===== src/design/mexp_pkg.sv =====
package mexp_pkg;

	// Width of the data ports, fixed by the interface.
	localparam int unsigned DATA_W = 32;

	// Status that the shared multiplier reports to the sequencer.
	typedef struct packed {
		logic busy;
		logic done;
	} mul_status_t;

	// Sequencer states, one-hot.
	typedef enum logic [4:0] {
		S_IDLE   = 5'b00001,
		S_REDUCE = 5'b00010,
		S_ISSUE  = 5'b00100,
		S_MUL    = 5'b01000,
		S_SQR    = 5'b10000
	} seq_state_t;

endpackage


===== src/design/mexp_mulmod.sv =====
// Bit-serial modular multiplier: product = x * y mod m, one bit of y per cycle,
// most significant bit first. Requires x <= m and m != 0.
module mexp_mulmod #(
	parameter int unsigned N = 32
) (
	input  logic                  clk,
	input  logic                  arst_n,
	input  logic                  start,
	input  logic [N-1:0]          x,
	input  logic [N-1:0]          y,
	input  logic [N-1:0]          m,
	output mexp_pkg::mul_status_t status,
	output logic [N-1:0]          product
);

	localparam int unsigned W     = N + 2;
	localparam int unsigned CNT_W = (N > 1) ? $clog2(N) : 1;

	logic [N-1:0]     x_q;
	logic [N-1:0]     y_q;
	logic [N-1:0]     m_q;
	logic [N-1:0]     r_q;
	logic [CNT_W-1:0] cnt_q;
	logic             busy_q;
	logic             done_q;

	logic [W-1:0] addend;
	logic [W-1:0] sum;
	logic [W-1:0] m1;
	logic [W-1:0] m2;
	logic [W-1:0] reduced;

	// One step: r = 2r + bit * x, which stays below 3m, then bring it below m.
	always_comb begin
		addend  = y_q[N-1] ? {2'b00, x_q} : '0;
		sum     = {1'b0, r_q, 1'b0} + addend;
		m1      = {2'b00, m_q};
		m2      = {1'b0, m_q, 1'b0};
		if (sum >= m2) begin
			reduced = sum - m2;
		end else if (sum >= m1) begin
			reduced = sum - m1;
		end else begin
			reduced = sum;
		end
	end

	// Step counter and status flags.
	always_ff @(posedge clk or negedge arst_n) begin
		if (!arst_n) begin
			busy_q <= 1'b0;
			done_q <= 1'b0;
			cnt_q  <= '0;
		end else begin
			done_q <= 1'b0;
			if (start) begin
				busy_q <= 1'b1;
				cnt_q  <= CNT_W'(N - 1);
			end else if (busy_q) begin
				if (cnt_q == '0) begin
					busy_q <= 1'b0;
					done_q <= 1'b1;
				end else begin
					cnt_q <= cnt_q - 1'b1;
				end
			end
		end
	end

	// Operand and partial result registers.
	always_ff @(posedge clk) begin
		if (start) begin
			x_q <= x;
			y_q <= y;
			m_q <= m;
			r_q <= '0;
		end else if (busy_q) begin
			r_q <= reduced[N-1:0];
			y_q <= {y_q[N-2:0], 1'b0};
		end
	end

	assign status.busy = busy_q;
	assign status.done = done_q;
	assign product     = r_q;

endmodule


===== src/design/modular_exponentiation_unit.sv =====
// Work per item grows with N = OPERAND_BITS; a clear exponent bit skips the
// multiply and only squares. A zero modulus never starts the multiplier and sets
// finish_q straight away. One item is worked on at a time.
// The rate is set by the bit-serial multiplier, one multiplier bit per cycle,
// with one reduction plus up to two products for every exponent bit.
// Reset clears the sequencer and output valid; no result is pending after it.
module modular_exponentiation_unit #(
	parameter int unsigned OPERAND_BITS = 32
) (
	input  logic        clk,
	input  logic        arst_n,
	input  logic        in_valid,
	output logic        in_stall,
	input  logic [31:0] base_value,
	input  logic [31:0] exponent_value,
	input  logic [31:0] modulus_value,
	output logic        out_valid,
	input  logic        out_stall,
	output logic [31:0] power_result,
	output logic        zero_modulus_error
);

	localparam int unsigned N     = OPERAND_BITS;
	localparam int unsigned CNT_W = (N > 1) ? $clog2(N) : 1;

	mexp_pkg::seq_state_t  state_q;
	mexp_pkg::mul_status_t mul_st;

	logic [N-1:0]     base_q;
	logic [N-1:0]     exp_q;
	logic [N-1:0]     mod_q;
	logic [N-1:0]     acc_q;
	logic [CNT_W-1:0] bit_cnt_q;
	logic             finish_q;
	logic             err_q;
	logic [N-1:0]     result_q;
	logic             res_err_q;
	logic             out_valid_q;

	logic         accept;
	logic [N-1:0] in_base;
	logic [N-1:0] in_mod;
	logic         mul_start;
	logic [N-1:0] mul_x;
	logic [N-1:0] mul_y;
	logic [N-1:0] mul_m;
	logic [N-1:0] mul_p;
	logic         out_free;

	assign in_base  = base_value[N-1:0];
	assign in_mod   = modulus_value[N-1:0];
	assign in_stall = (state_q != mexp_pkg::S_IDLE) || finish_q;
	assign accept   = in_valid && !in_stall;
	assign out_free = !out_valid_q || !out_stall;

	// Multiplier requests: base reduction, acc * base, or base squared.
	always_comb begin
		mul_start = 1'b0;
		mul_x     = base_q;
		mul_y     = base_q;
		mul_m     = mod_q;
		unique case (state_q)
			mexp_pkg::S_IDLE: begin
				mul_start = accept && (in_mod != '0);
				mul_x     = N'(1);
				mul_y     = in_base;
				mul_m     = in_mod;
			end
			mexp_pkg::S_ISSUE: begin
				mul_start = 1'b1;
				if (exp_q[0]) begin
					mul_x = acc_q;
				end
			end
			mexp_pkg::S_MUL: begin
				mul_start = mul_st.done;
			end
			mexp_pkg::S_REDUCE, mexp_pkg::S_SQR: begin
				mul_start = 1'b0;
			end
			default: begin
				mul_start = 1'b0;
			end
		endcase
	end

	mexp_mulmod #(
		.N(N)
	) u_mulmod (
		.clk    (clk),
		.arst_n (arst_n),
		.start  (mul_start),
		.x      (mul_x),
		.y      (mul_y),
		.m      (mul_m),
		.status (mul_st),
		.product(mul_p)
	);

	// Sequencer over the exponent bits.
	always_ff @(posedge clk or negedge arst_n) begin
		if (!arst_n) begin
			state_q   <= mexp_pkg::S_IDLE;
			finish_q  <= 1'b0;
			bit_cnt_q <= '0;
		end else begin
			unique case (state_q)
				mexp_pkg::S_IDLE: begin
					if (finish_q) begin
						if (out_free) begin
							finish_q <= 1'b0;
						end
					end else if (accept) begin
						if (in_mod == '0) begin
							finish_q <= 1'b1;
						end else begin
							state_q <= mexp_pkg::S_REDUCE;
						end
					end
				end
				mexp_pkg::S_REDUCE: begin
					if (mul_st.done) begin
						bit_cnt_q <= CNT_W'(N - 1);
						state_q   <= mexp_pkg::S_ISSUE;
					end
				end
				mexp_pkg::S_ISSUE: begin
					state_q <= exp_q[0] ? mexp_pkg::S_MUL : mexp_pkg::S_SQR;
				end
				mexp_pkg::S_MUL: begin
					if (mul_st.done) begin
						state_q <= mexp_pkg::S_SQR;
					end
				end
				mexp_pkg::S_SQR: begin
					if (mul_st.done) begin
						if (bit_cnt_q == '0) begin
							state_q  <= mexp_pkg::S_IDLE;
							finish_q <= 1'b1;
						end else begin
							bit_cnt_q <= bit_cnt_q - 1'b1;
							state_q   <= mexp_pkg::S_ISSUE;
						end
					end
				end
				default: begin
					state_q <= mexp_pkg::S_IDLE;
				end
			endcase
		end
	end

	// Working registers.
	always_ff @(posedge clk) begin
		if (accept) begin
			exp_q <= exponent_value[N-1:0];
			mod_q <= in_mod;
			err_q <= (in_mod == '0);
			acc_q <= (in_mod == N'(1) || in_mod == '0) ? '0 : N'(1);
		end
		if (mul_st.done) begin
			unique case (state_q)
				mexp_pkg::S_MUL: begin
					acc_q <= mul_p;
				end
				mexp_pkg::S_REDUCE: begin
					base_q <= mul_p;
				end
				mexp_pkg::S_SQR: begin
					base_q <= mul_p;
					exp_q  <= {1'b0, exp_q[N-1:1]};
				end
				mexp_pkg::S_IDLE, mexp_pkg::S_ISSUE: begin
				end
				default: begin
				end
			endcase
		end
	end

	// Output register: loaded when a finished result meets a free output.
	always_ff @(posedge clk or negedge arst_n) begin
		if (!arst_n) begin
			out_valid_q <= 1'b0;
		end else if (finish_q && state_q == mexp_pkg::S_IDLE && out_free) begin
			out_valid_q <= 1'b1;
		end else if (!out_stall) begin
			out_valid_q <= 1'b0;
		end
	end

	always_ff @(posedge clk) begin
		if (finish_q && state_q == mexp_pkg::S_IDLE && out_free) begin
			result_q  <= acc_q;
			res_err_q <= err_q;
		end
	end

	assign out_valid          = out_valid_q;
	assign power_result       = mexp_pkg::DATA_W'(result_q);
	assign zero_modulus_error = res_err_q;

	// The multiplier only runs while an item is being worked on.
	assert property (@(posedge clk) disable iff (!arst_n)
		mul_st.busy |-> (state_q != mexp_pkg::S_IDLE))
		else $error("multiplier busy while sequencer idle");

	// A zero modulus never starts the multiplier and finishes at once.
	assert property (@(posedge clk) disable iff (!arst_n)
		(accept && in_mod == '0) |=> (finish_q && !mul_st.busy))
		else $error("zero modulus not short-cut");

	// An error beat carries a zero result.
	assert property (@(posedge clk) disable iff (!arst_n)
		(out_valid && zero_modulus_error) |-> (power_result == '0))
		else $error("error beat with nonzero result");

endmodule

===== config.mk =====
export PLATFORM = sky130hd
export DESIGN_NAME = modular_exponentiation_unit
export DESIGN_NICKNAME = d
export VERILOG_FILES = /design/src/design/mexp_pkg.sv /design/src/design/mexp_mulmod.sv /design/src/design/modular_exponentiation_unit.sv
export SDC_FILE = /design/constraint.sdc
export NUM_CORES = 1
export LEC_CHECK = 0
export BUFFER_PORTS_ARGS = -buffer_cell sky130_fd_sc_hd__buf_2
export CAP_MARGIN = 10
export CORE_MARGIN = 10
export CORE_UTILIZATION = 50
export CTS_BUF_LIST = sky130_fd_sc_hd__clkbuf_2 sky130_fd_sc_hd__clkbuf_4 sky130_fd_sc_hd__clkbuf_8
export DETAILED_ROUTE_END_ITERATION = 10
export PLACE_DENSITY = 0.68
export SYNTH_ARGS = -nofsm -noshare
export SYNTH_HDL_FRONTEND = slang
export SYNTH_SLANG_ARGS = --single-unit

===== constraint.sdc =====
create_clock -name clk -period 5.8 [get_ports clk]
set_input_delay 0 -clock clk [delete_from_list [all_inputs] [get_ports clk]]
set_output_delay 0 -clock clk [all_outputs]
set_load 0.03 [all_outputs]

==> flow_results.org, run 1 <==
** Clock network
- Root cell of the clock tree :: clkbuf_8
- Clk sink count :: 309
- TritonCTS built the clock tree.
- Clk_lat worst skew :: 0.63 ns
- Clock-pin slew was measured on the worst setup and hold paths at 0.06 ns.
- The H-tree generated during clock tree synthesis spans 2 levels.
- The clock passes through at most 3 buffers.
- The number of clock buffers added by TritonCTS is 52.

** Worst setup path
- Delay of the slowest cell on the worst path :: 0.56 ns
- At the worst endpoint, the arrival time is 6.09 ns.
- The slowest stage of the critical path is the or4_1 cell.
- Measured in cells, the most critical reg-to-reg path has a length of 21.
- Critical Path End :: u_mulmod.product[10]
- Across all register-to-register paths, the minimum setup slack is 0.23 ns.
- Worst reg2reg path startpoint :: u_mulmod.y_q[31]
- In this run the critical register-to-register path is captured at u_mulmod.product[10].
- Worst setup EP type :: flip-flop
- Category of the most critical setup path :: reg -> reg
- Cell chain of the critical path :: buf_4, and2_1, ha_1, nor2b_4, o31a_1, a211oi_4, nand2_1, a31oi_1, xnor2_1, ha_1, and3_1, nand3b_1, or4_1, nand4_1, nand4_1, and3b_1, mux2i_4, buf_12, mux2i_1, nor2_1, a221o_1
- Startpoint Class :: flip-flop
- In this run the worst path has a maximum fanout of 14.
- Tracing the worst setup path back leads to its startpoint at u_mulmod.y_q[31].
- For the worst setup path, the data required time is 6.32 ns.

** Floorplanning
- Once the floorplan was initialized, standard cells occupied 50.7% of the core.
- The floorplan step set the die height to 207 um.
- The floorplan step set the die width to 207 um.
- The die covers 43000 um2.
- The region available for standard cell placement spans 34600 um2.
- I/O pin total :: 135
- After floorplanning, the core was divided into 68 placement rows.

** Layout
- The library cell used most frequently in the layout, excluding fill and tap cells, is nand2_1.
- Ratio of cells with drive above 1 in the final layout :: 15.5%
- Antenna diodes :: 0
- The finished layout holds 2626 standard cells, fillers aside.
- Leaving out fill and tap cells, the most frequent cells in the layout are nand2_1, edfxtp_1, o21ai_0, buf_2, a21oi_1.
- NumNets Final :: 2328
- From synthesis to final layout, the design area changed by 21.2%.
- FILL cells :: 2931

** Global routing
- The first global-routing pass estimated 80100 um of wire.
- Initial antenna violation count :: 0
- Entering global routing, the biggest net connects 95 pins.
- Grt ovf :: 0
- The number of global-route vias before repair came to 14.9k.
- GRT Util Overall :: 22.7%

** STA
- Post-route minimum period :: 5.57 ns
- Final number of max-transition violations :: 0
- The worst path uses 96.0% of the clock period.
- Based on the critical path, the design can be clocked at up to 180 MHz.
- After routing, the total negative slack on setup checks comes to 0 ns.
- The clock arrives with 0.0175 ns of skew.
- Setup violations remaining at the end of the flow were counted as 0.
- Relative slew slack :: 20.5%
- Worst-Margin Slew :: 1.19 ns
- Number of hold violations in the final report :: 0

** Synthesis
- In the synthesized netlist, the number of instances is 1874.
- A synthesized cell averages 9.37 um2.
- Netlist Area Pre-Place :: 17600 um2
- Sequential cells were found to cover 46.8% of the synthesized design area.
- Fraction of registers with async set/reset :: 6.15%
- For this run, the leading register cell type out of synthesis is edfxtp_1.
- Net Count, Synth :: 2075
- Synth warn :: 0
- In this run, distinct cell masters in the synthesized netlist total 87.
- Synthesis inferred 309 register bits.
- In this run, synthesis inferred 194 flip-flops with an integrated enable.

** Drt
- The first routing iteration left 1146 violations.
- Before antenna repair, the detailed router went through 6 iterations.
- Using the TritonRoute via totals, the vias-per-cell ratio works out to 5.70.
- Post-detailed-route wirelength per cell :: 19.3 um
- After detailed routing, the number of remaining DRC violations is 0.
- The count of nets left with antenna violations once routing finished came out at 0.
- After detailed routing, the total wire length is 50600 um.
- Via count :: 15.0k

** Place
- The congestion estimate from routability-driven global placement came to 0.976.
- The wire-length estimate of the detail-placed layout is 35800 um.
- Port bufs :: 134
- Once placement completed, the tool counted placed cells totaling 2418.

** Worst hold path
- The worst hold path belongs to the class in -> reg.
- The startpoint identified for the worst hold timing path is modulus_value[17].

** Outcome
- Status :: complete, no violations

** Job
- The tool flagged a number of max-cap violations equal to 0.
==> cells in the mapped netlist, types with 21 or more instances <==
master,instances,area [um2]
edfxtp_1,194,5830
a21oi_1,111,556
nand4_1,24,150
dfxtp_1,96,1920
xnor2_1,57,499
xor2_1,21,184
ha_1,98,1230
clkbuf_1,72,270
nand3_1,32,160
mux2i_1,58,581
a21o_1,45,338
and2_1,35,219
a31oi_1,44,275
nor2_1,102,383
inv_1,75,282
nand2_1,355,1330
o21ai_0,168,841
==> through the flow <==
| step | util (%) | instance area, um2 | hold WS (ns) | setup WS [ns] |
|---|---|---|---|---|
| floorplan | - | 17600 | -0.296 | 0.821 |
| global placement | 54.3 | 18800 | -0.0360 | 0.0130 |
| detailed placement | 54.3 | 18800 | -0.0325 | -0.111 |
| CTS | 61.0 | 21100 | 0.0498 | 0.0516 |
| global route | 61.5 | 21300 | 0.0755 | -0.0375 |
| finish | 61.5 | 21300 | 0.113 | 0.232 |
==> worst max-delay path: cells and delay by family, from the launching register on <==
kind	cells	cell delay [ns]
buf+inv	2	0.37
compound gates	4	1.13
mux	2	0.63
flops	1	0.40
xor+xnor	1	0.16
fa+ha+maj	2	0.73
simple gates	10	2.02
==> state kept, by name (all words and copies together), names as in the netlist, 5 cells and up <==
signal            flops
acc_q                32
base_q               32
bit_cnt_q             5
exp_q                32
mod_q                32
power_result         32
state_q               5
u_mulmod.cnt_q        5
u_mulmod.m_q         32
u_mulmod.product     32
u_mulmod.x_q         32
u_mulmod.y_q         32
==> area by class of cell <==
type	instances	area, um2	area share [%]
Clock inverter	15	241	1.13
Multi-Input combinational cell	1397	8820	41.4
Tap cell	455	569	2.67
Sequential cell	309	8220	38.6
Inverter	77	292	1.37
Timing Repair Buffer	290	2120	9.95
Clock buffer	83	1020	4.81
==> metal layers <==
| metal | vias up | track usage, % | part of all wire (%) |
|---|---|---|---|
| met5 | - | 0 | 0 |
| met4 | 0 | 7.58 | 2.9 |
| met3 | 110 | 4.36 | 6.2 |
| met2 | 496 | 39.3 | 49 |
| met1 | 7075 | 27.8 | 41 |
| li1 | 7278 | - | - |
==> worst min path at each step <==
stage,to,slack (ns),depth (start not counted)
after floorplan,bit_cnt_q[0],-0.30,0
after global placement,state_q[3],-0.04,1
after detailed placement,state_q[3],-0.03,1
after CTS,mod_q[18],0.05,2
after global routing,mod_q[17],0.08,2
final,mod_q[17],0.11,2
==> kinds of logic after synthesis <==
family          after synthesis  synth area share [%]
simple gates                643                  16.4
compound gates              512                  18.1
flops                       309                  46.8
buf+inv                     169                  3.89
fa+ha+maj                   101                  7.32
xor+xnor                     78                  3.89
mux                          62                  3.58
==> repair_timing <==
item                                    4_1_cts  5_1_grt
pin swaps                                     0        2
cloned                                        1        0
resized for setup                             0       17
hold buffers                                101        0
buffers inserted                              0        8
endpoints found under the hold margin       187        0
endpoints found under the setup margin       10       32
Power of run 1 is not shown: default switching activity piles up to over one toggle a cycle in this logic, so the estimate is an artifact.
==> run 2, diff against run 1 <==
Settings changed: CELL_PAD_IN_SITES_DETAIL_PLACEMENT from default to 0, CELL_PAD_IN_SITES_GLOBAL_PLACEMENT from default to 1, CORE_UTILIZATION 50 to 49, PLACE_DENSITY 0.68 to default, PLACE_DENSITY_LB_ADDON from default to 0.1.
==> flow_results.org, run 2 (synthesis gave the netlist of run 1 again) <==
** Clock network
- Buffers inserted during clock tree synthesis total 53.
- Clock transition at the registers of the reported paths :: 0.06 ns
- The clock passes through at most 3 buffers.
- For the worst-skew pair, the clock arrives at the later sink with an insertion delay of 0.65 ns.
- Root cell of the clock tree :: clkbuf_8
- CTS tree :: done
- The clock drives 309 sinks.
- In this run the number of H-tree levels came out at 2.

** Drt
- Detailed routing inserted a total of 14.7k vias.
- Average via count per standard cell :: 5.60
- The routed design has 50800 um of wire.
- Starting DRT DRC Count :: 987
- Once detail routing completed, the nets flagged for antenna violations numbered 0.
- After detailed routing, the number of remaining DRC violations is 0.
- For this run, the detailed router's first-pass iteration total came to 5.
- Post-detailed-route wirelength per cell :: 19.4 um

** Worst setup path
- Walking the worst path, the cells encountered are buf_12, and2_1, ha_1, o21ai_0, a221oi_1, nand2_1, a211o_1, a31o_2, a31oi_1, mux2i_1, nor2_1, ha_1, nand4_1, nor4b_1, nand4_1, nand2_1, a21oi_1, nand2_1, a211o_1, nand2_1, a2111oi_0, nor3_1.
- In this design, the stage delay of the slowest critical-path cell is 0.46 ns.
- R2R cell count :: 22
- The most numerous cell type found on the critical path is nand2_1.
- Critical Path End :: u_mulmod.product[31]
- Required time at the endpoint of the critical path :: 6.31 ns
- The critical path is of the reg -> reg type.
- Worst setup path startpoint :: u_mulmod.y_q[31]
- Maximum fanout along the worst path :: 31
- Worst reg2reg path startpoint :: u_mulmod.y_q[31]
- Startpoint Class :: flip-flop
- Data arrives at the worst endpoint at 6.13 ns.
- In this run the critical register-to-register path is captured at u_mulmod.product[31].
- Among all stages on the critical path, the largest delay is contributed by nor4b_1.
- Register-to-Register Setup Slack :: 0.19 ns
- Worst setup EP type :: flip-flop

** Layout
- Area of the multi-input gates :: 8780 um2
- Ratio of cells with drive above 1 in the final layout :: 14.9%
- Highest-count cells in the layout ignoring fill and taps :: nand2_1, edfxtp_1, o21ai_0, buf_2, a21oi_1
- Layout-stage area growth over the synthesis result :: 20.4%
- Fill cells in the final layout number 3147.
- Antenna diodes :: 0
- In the final design database the tool counted 2318 nets.
- In the final layout, flip-flops and latches occupy 8220 um2.
- Commonest non-fill, non-tap cell in the layout :: nand2_1

** Global routing
- Entering global routing, the biggest net connects 94 pins.
- In the global route stage, overall resource usage came out at 22.5%.
- Initial antenna violation count :: 0
- First-pass GRT wire length :: 79600 um
- Grt ovf :: 0
- The number of global-route vias before repair was 14.5k.

** STA
- Of the available clock period, the critical path in the final layout requires 96.7%.
- The final hold violation count came to 0.
- Unrepaired setup endpoints after global routing :: true
- The final count of pins violating max slew came to 0.
- Relative slew slack :: 23.9%
- At the pin with the least slew margin, the transition time is 1.14 ns.
- Across the routed clock network, the largest skew measured is 0.0172 ns.
- In the final timing run, aggregate negative setup slack is 0 ns.
- Post-route minimum period :: 5.61 ns
- # setup viols final :: 0
- Static timing analysis puts the maximum clock frequency at 178 MHz.

** Floorplanning
- In this run the count of I/O pins placed on the die edge is 135.
- Die Area :: 43800 um2
- Std cell rows :: 69
- Placeable Area :: 35500 um2
- Vertical die dimension :: 209 um
- Die W :: 209 um
- Once the floorplan was initialized, standard cells occupied 49.5% of the core.

** Place
- Port bufs :: 134
- Once detailed placement completed, the half-perimeter wirelength came to 36600 um.
- At the end of routability-driven placement, the weighted congestion stood at 0.924.

** Job
- Max Cap Violations :: 0

** Outcome
- The run finished with clean final reports.

** Worst hold path
- Hold WC Path Type :: in -> reg
-- run 2: cell types whose count changed in the layout (fill, tap and decap cells not counted), sizes merged --
cell / change
bufinv: -3
inv: -1
clkinv: +6
buf: -10
mux2i: -1
-- run 2: how the worst min path moves through the flow --
stage	startpoint	endpoint	slack, ns	cells after the start
CTS	modulus_value[13]	mod_q[13]	0.05	2
global route	modulus_value[16]	mod_q[16]	0.08	2
finish	modulus_value[23]	mod_q[23]	0.09	2
floorplan	arst_n	bit_cnt_q[0]	-0.30	0
global placement	arst_n	out_valid	-0.007	1
detailed placement	arst_n	out_valid	-0.009	1
-- run 2: layout make-up --
cell class,count,share of cell area [%]
sequential,309,38.9
multi-input combinational,1396,41.5
inverter,77,1.38
clock inverter,17,0.822
clock buffer,83,4.87
tap,461,2.73
timing repair buffer,280,9.79
-- run 2: repair_timing --
item,CTS,global route
setup buffers,0,4
endpoints found under the setup margin,0,32
endpoints found under the hold margin,188,0
hold buffers,101,0
resized for setup,0,12
-- run 2: worst max-delay path: cells and delay by family, from the launching register on --
family                   cells  cell delay [ns]
AO/OA/AOI/OAI                8             2.14
AND/OR/NAND/NOR             10             1.68
adder cells (fa/ha/maj)      2             0.73
flip-flops                   1             0.43
multiplexers                 1             0.31
buffers and inverters        1             0.19
-- run 2: through the flow --
step	hold WS [ns]	instances	util [%]	area, um2	setup slack (ns)
5_1_grt	0.0767	2623	59.6	21100	-0.0473
6_report	0.0881	2623	59.6	21100	0.189
2_1_floorplan	-0.296	1874	-	17600	0.821
4_1_cts	0.0487	2618	59.2	21000	0.102
3_5_place_dp	-0.00891	2417	53.0	18800	0.149
3_3_place_gp	-0.00695	2417	53.0	18800	0.242
-- run 2: routing by layer --
layer,part of all wire (%),up-vias,track usage [%]
met3,5.0,85,4.17
met5,0,-,0
met2,49,361,38.1
met1,44,6978,28.5
li1,-,7262,-
met4,2.8,0,7.29
Power of run 2 is left out for the same reason.
==> run 3, diff against run 2 <==
Settings changed: BUFFER_PORTS_ARGS -buffer_cell sky130_fd_sc_hd__buf_2 to default, CAP_MARGIN 10 to 20, CORE_UTILIZATION 49 to 50, DONT_BUFFER_PORTS from default to 1.
==> flow_results.org, run 3 (synthesis gave the netlist of run 1 again) <==
** Global routing
- Grt ovf :: 0
- Maximum number of pins on one net before global-route repair :: 68
- The first global-routing pass estimated 79700 um of wire.
- The number of antenna violations at the first check in global routing came to 2.
- The number of global-route vias before repair was 14.3k.
- GRT Util Overall :: 22.8%

** Layout
- FILL cells :: 3046
- In the layout the commonest cells are nand2_1, edfxtp_1, o21ai_0, dlygate4sd3_1, a21oi_1.
- Once layout is complete, the cells apart from fillers number 2493.
- The area growth from synthesis to layout is 16.6%.
- In the final layout, the multi-input gates occupy 8820 um2.
- Ratio of cells with drive above 1 in the final layout :: 9.18%
- NumNets Final :: 2197
- The sequential cells in the finished layout cover a total of 8220 um2.
- Leaving out fill and tap cells, the most frequent cell in the layout is nand2_1.
- Post-route cell area :: 20500 um2

** Clock network
- CTS tree :: done
- Clock-pin slew was measured on the worst setup and hold paths at 0.06 ns.
- The clock reaches the later pin of the worst-skew pair after 0.63 ns.
- Root cell of the clock tree :: clkbuf_8
- Counting the buffers created by CTS gives 52.
- Counting every sink on the clock net gives 309.
- The H-tree generated during clock tree synthesis spans 2 levels.
- Deepest clock path buffer count :: 3

** Drt
- Detailed routing placed a total of 2390 um of wire on met3.
- Post-detailed-route wirelength per cell :: 20.4 um
- Starting DRT DRC Count :: 898
- Via count :: 14.3k
- Wire segments on met2 add up to 25200 um in the final route.
- After detailed routing, the total wire length is 50800 um.
- The pre-antenna-repair detailed-routing pass consisted of 5 iterations.
- For this block, wires on met1 add up to 21900 um.
- Dividing the detail-routed via count by the number of cells gives 5.75.
- DRC violations left :: 0
- Once detail routing completed, the nets flagged for antenna violations numbered 0.
- Routed signal wires occupy layers up through met4.

** STA
- Setup violations remaining at the end of the flow were counted as 0.
- Hold_ws :: 0.0530 ns
- The final count of pins violating max slew was 0.
- Maximum frequency from static timing analysis :: 182 MHz
- For the final routed database, the setup TNS stands at 0 ns.
- Worst-Margin Slew :: 0.932 ns
- Measured against its own limit, the worst slew margin works out to 37.6%.
- The final critical path takes up 94.6% of the cycle.
- Post-Route Skew :: 0.0282 ns
- Number of hold violations in the final report :: 0
- For the finished layout, the period the worst path requires is 5.48 ns.

** Worst setup path
- On the worst path, the slowest cell contributes a delay of 0.42 ns.
- STA classifies the critical path endpoint as a flip-flop.
- Maximum fanout along the worst path :: 31
- Data on the critical path is required at its endpoint by 6.32 ns.
- On the critical path, the stage with the largest delay is an instance of edfxtp_1.
- In this run the critical register-to-register path is launched from u_mulmod.y_q[31].
- Across all register-to-register paths, the minimum setup slack is 0.32 ns.
- Counting both buffers and inverters, the worst setup path holds a total of 3.
- Cell chain of the critical path :: buf_12, and2_1, ha_1, nor2b_4, o31a_1, a211oi_4, a211o_1, nand2_1, a21o_1, a21oi_1, xnor2_1, ha_1, nand4_1, nor2_1, a41o_1, a221oi_1, and3b_1, and4b_1, mux2i_4, buf_12, buf_12, mux2i_1, a21oi_1, a31o_2
- Arrival @ worst endpoint :: 6.00 ns
- Counting cells, the worst reg-to-reg path comes to 24.
- CP top delay family :: compound AO/OA/AOI/OAI gates
- The most numerous cell type found on the critical path is buf_12.
- Startpoint Class :: flip-flop
- The endpoint identified for the worst register-to-register timing path is u_mulmod.product[8].
- The critical path is of the reg -> reg type.

** Place
- Area of placed instances :: 18100 um2
- The congestion estimate from routability-driven global placement came to 0.947.
- Port bufs :: 0
- Detailed placement ended at an HPWL of 36600 um.
- Placed Instances :: 2280

** Floorplanning
- Measured along the y axis, the die boundary spans 207 um.
- The initial utilization of the core area, before any placement, comes to 50.7%.
- Std cell rows :: 68
- The die covers 43000 um2.
- Placeable Area :: 34600 um2
- I/O pin total :: 135
- Die W :: 207 um

** Worst hold path
- Counting instances, the worst hold path has a depth of 1.
- For hold timing, the worst endpoint is mod_q[14].
- Hold WC Path Type :: in -> reg
- Hold_sp :: modulus_value[14]

** Job
- The tool flagged a number of max-cap violations equal to 0.

** Outcome
- The run finished with clean final reports.
## run 3: worst register-to-register path: cells and delay by family (launching register included)
kind | cells | cell delay (ns)
simple gates | 7 | 1.11
flops | 1 | 0.42
xor+xnor | 1 | 0.25
buf+inv | 3 | 0.49
compound gates | 9 | 2.18
mux | 2 | 0.23
fa+ha+maj | 2 | 0.71
## run 3: how the worst max path moves through the flow
stage	endpoint	slack, ns	startpoint	cells after the start
after CTS	u_mulmod.product[31]	0.06	u_mulmod.y_q[31]	22
after detailed placement	u_mulmod.product[8]	-0.12	u_mulmod.y_q[31]	22
after floorplan	u_mulmod.product[24]	0.82	u_mulmod.y_q[31]	23
final	u_mulmod.product[8]	0.32	u_mulmod.y_q[31]	24
after global routing	u_mulmod.product[5]	-0.004	u_mulmod.y_q[31]	23
after global placement	u_mulmod.product[7]	-0.09	u_mulmod.y_q[31]	22
## run 3: timing repair
item / in CTS / in global routing
hold endpoints to repair: 207 / 0
cloned: 0 / 0
hold buffers: 111 / 0
resized for setup: 0 / 20
pin swaps: 0 / 1
setup buffers: 3 / 1
setup endpoints to repair: 25 / 30
## run 3: routing by layer
| layer | vias up | GRT usage [%] |
|---|---|---|
| met1 | 6873 | 28.5 |
| li1 | 7016 | - |
| met4 | 0 | 7.58 |
| met2 | 360 | 39.4 |
| met5 | - | 0 |
| met3 | 79 | 3.60 |
## run 3: layout make-up
cell class,instances,area share (%)
Antenna cell,1,0.0122
Clock buffer,75,4.49
Clock inverter,20,0.580
Inverter,77,1.42
Multi-Input combinational cell,1396,43.0
Sequential cell,309,40.1
Tap cell,455,2.78
Timing Repair Buffer,160,7.52
## run 3: per-stage QoR
step	util, %	setup WS, ns
final	59.2	0.316
after global routing	59.2	-0.00403
after CTS	58.7	0.0644
after detailed placement	52.4	-0.123
after global placement	52.4	-0.0879
after floorplan	-	0.821
Power of run 3 is left out for the same reason.
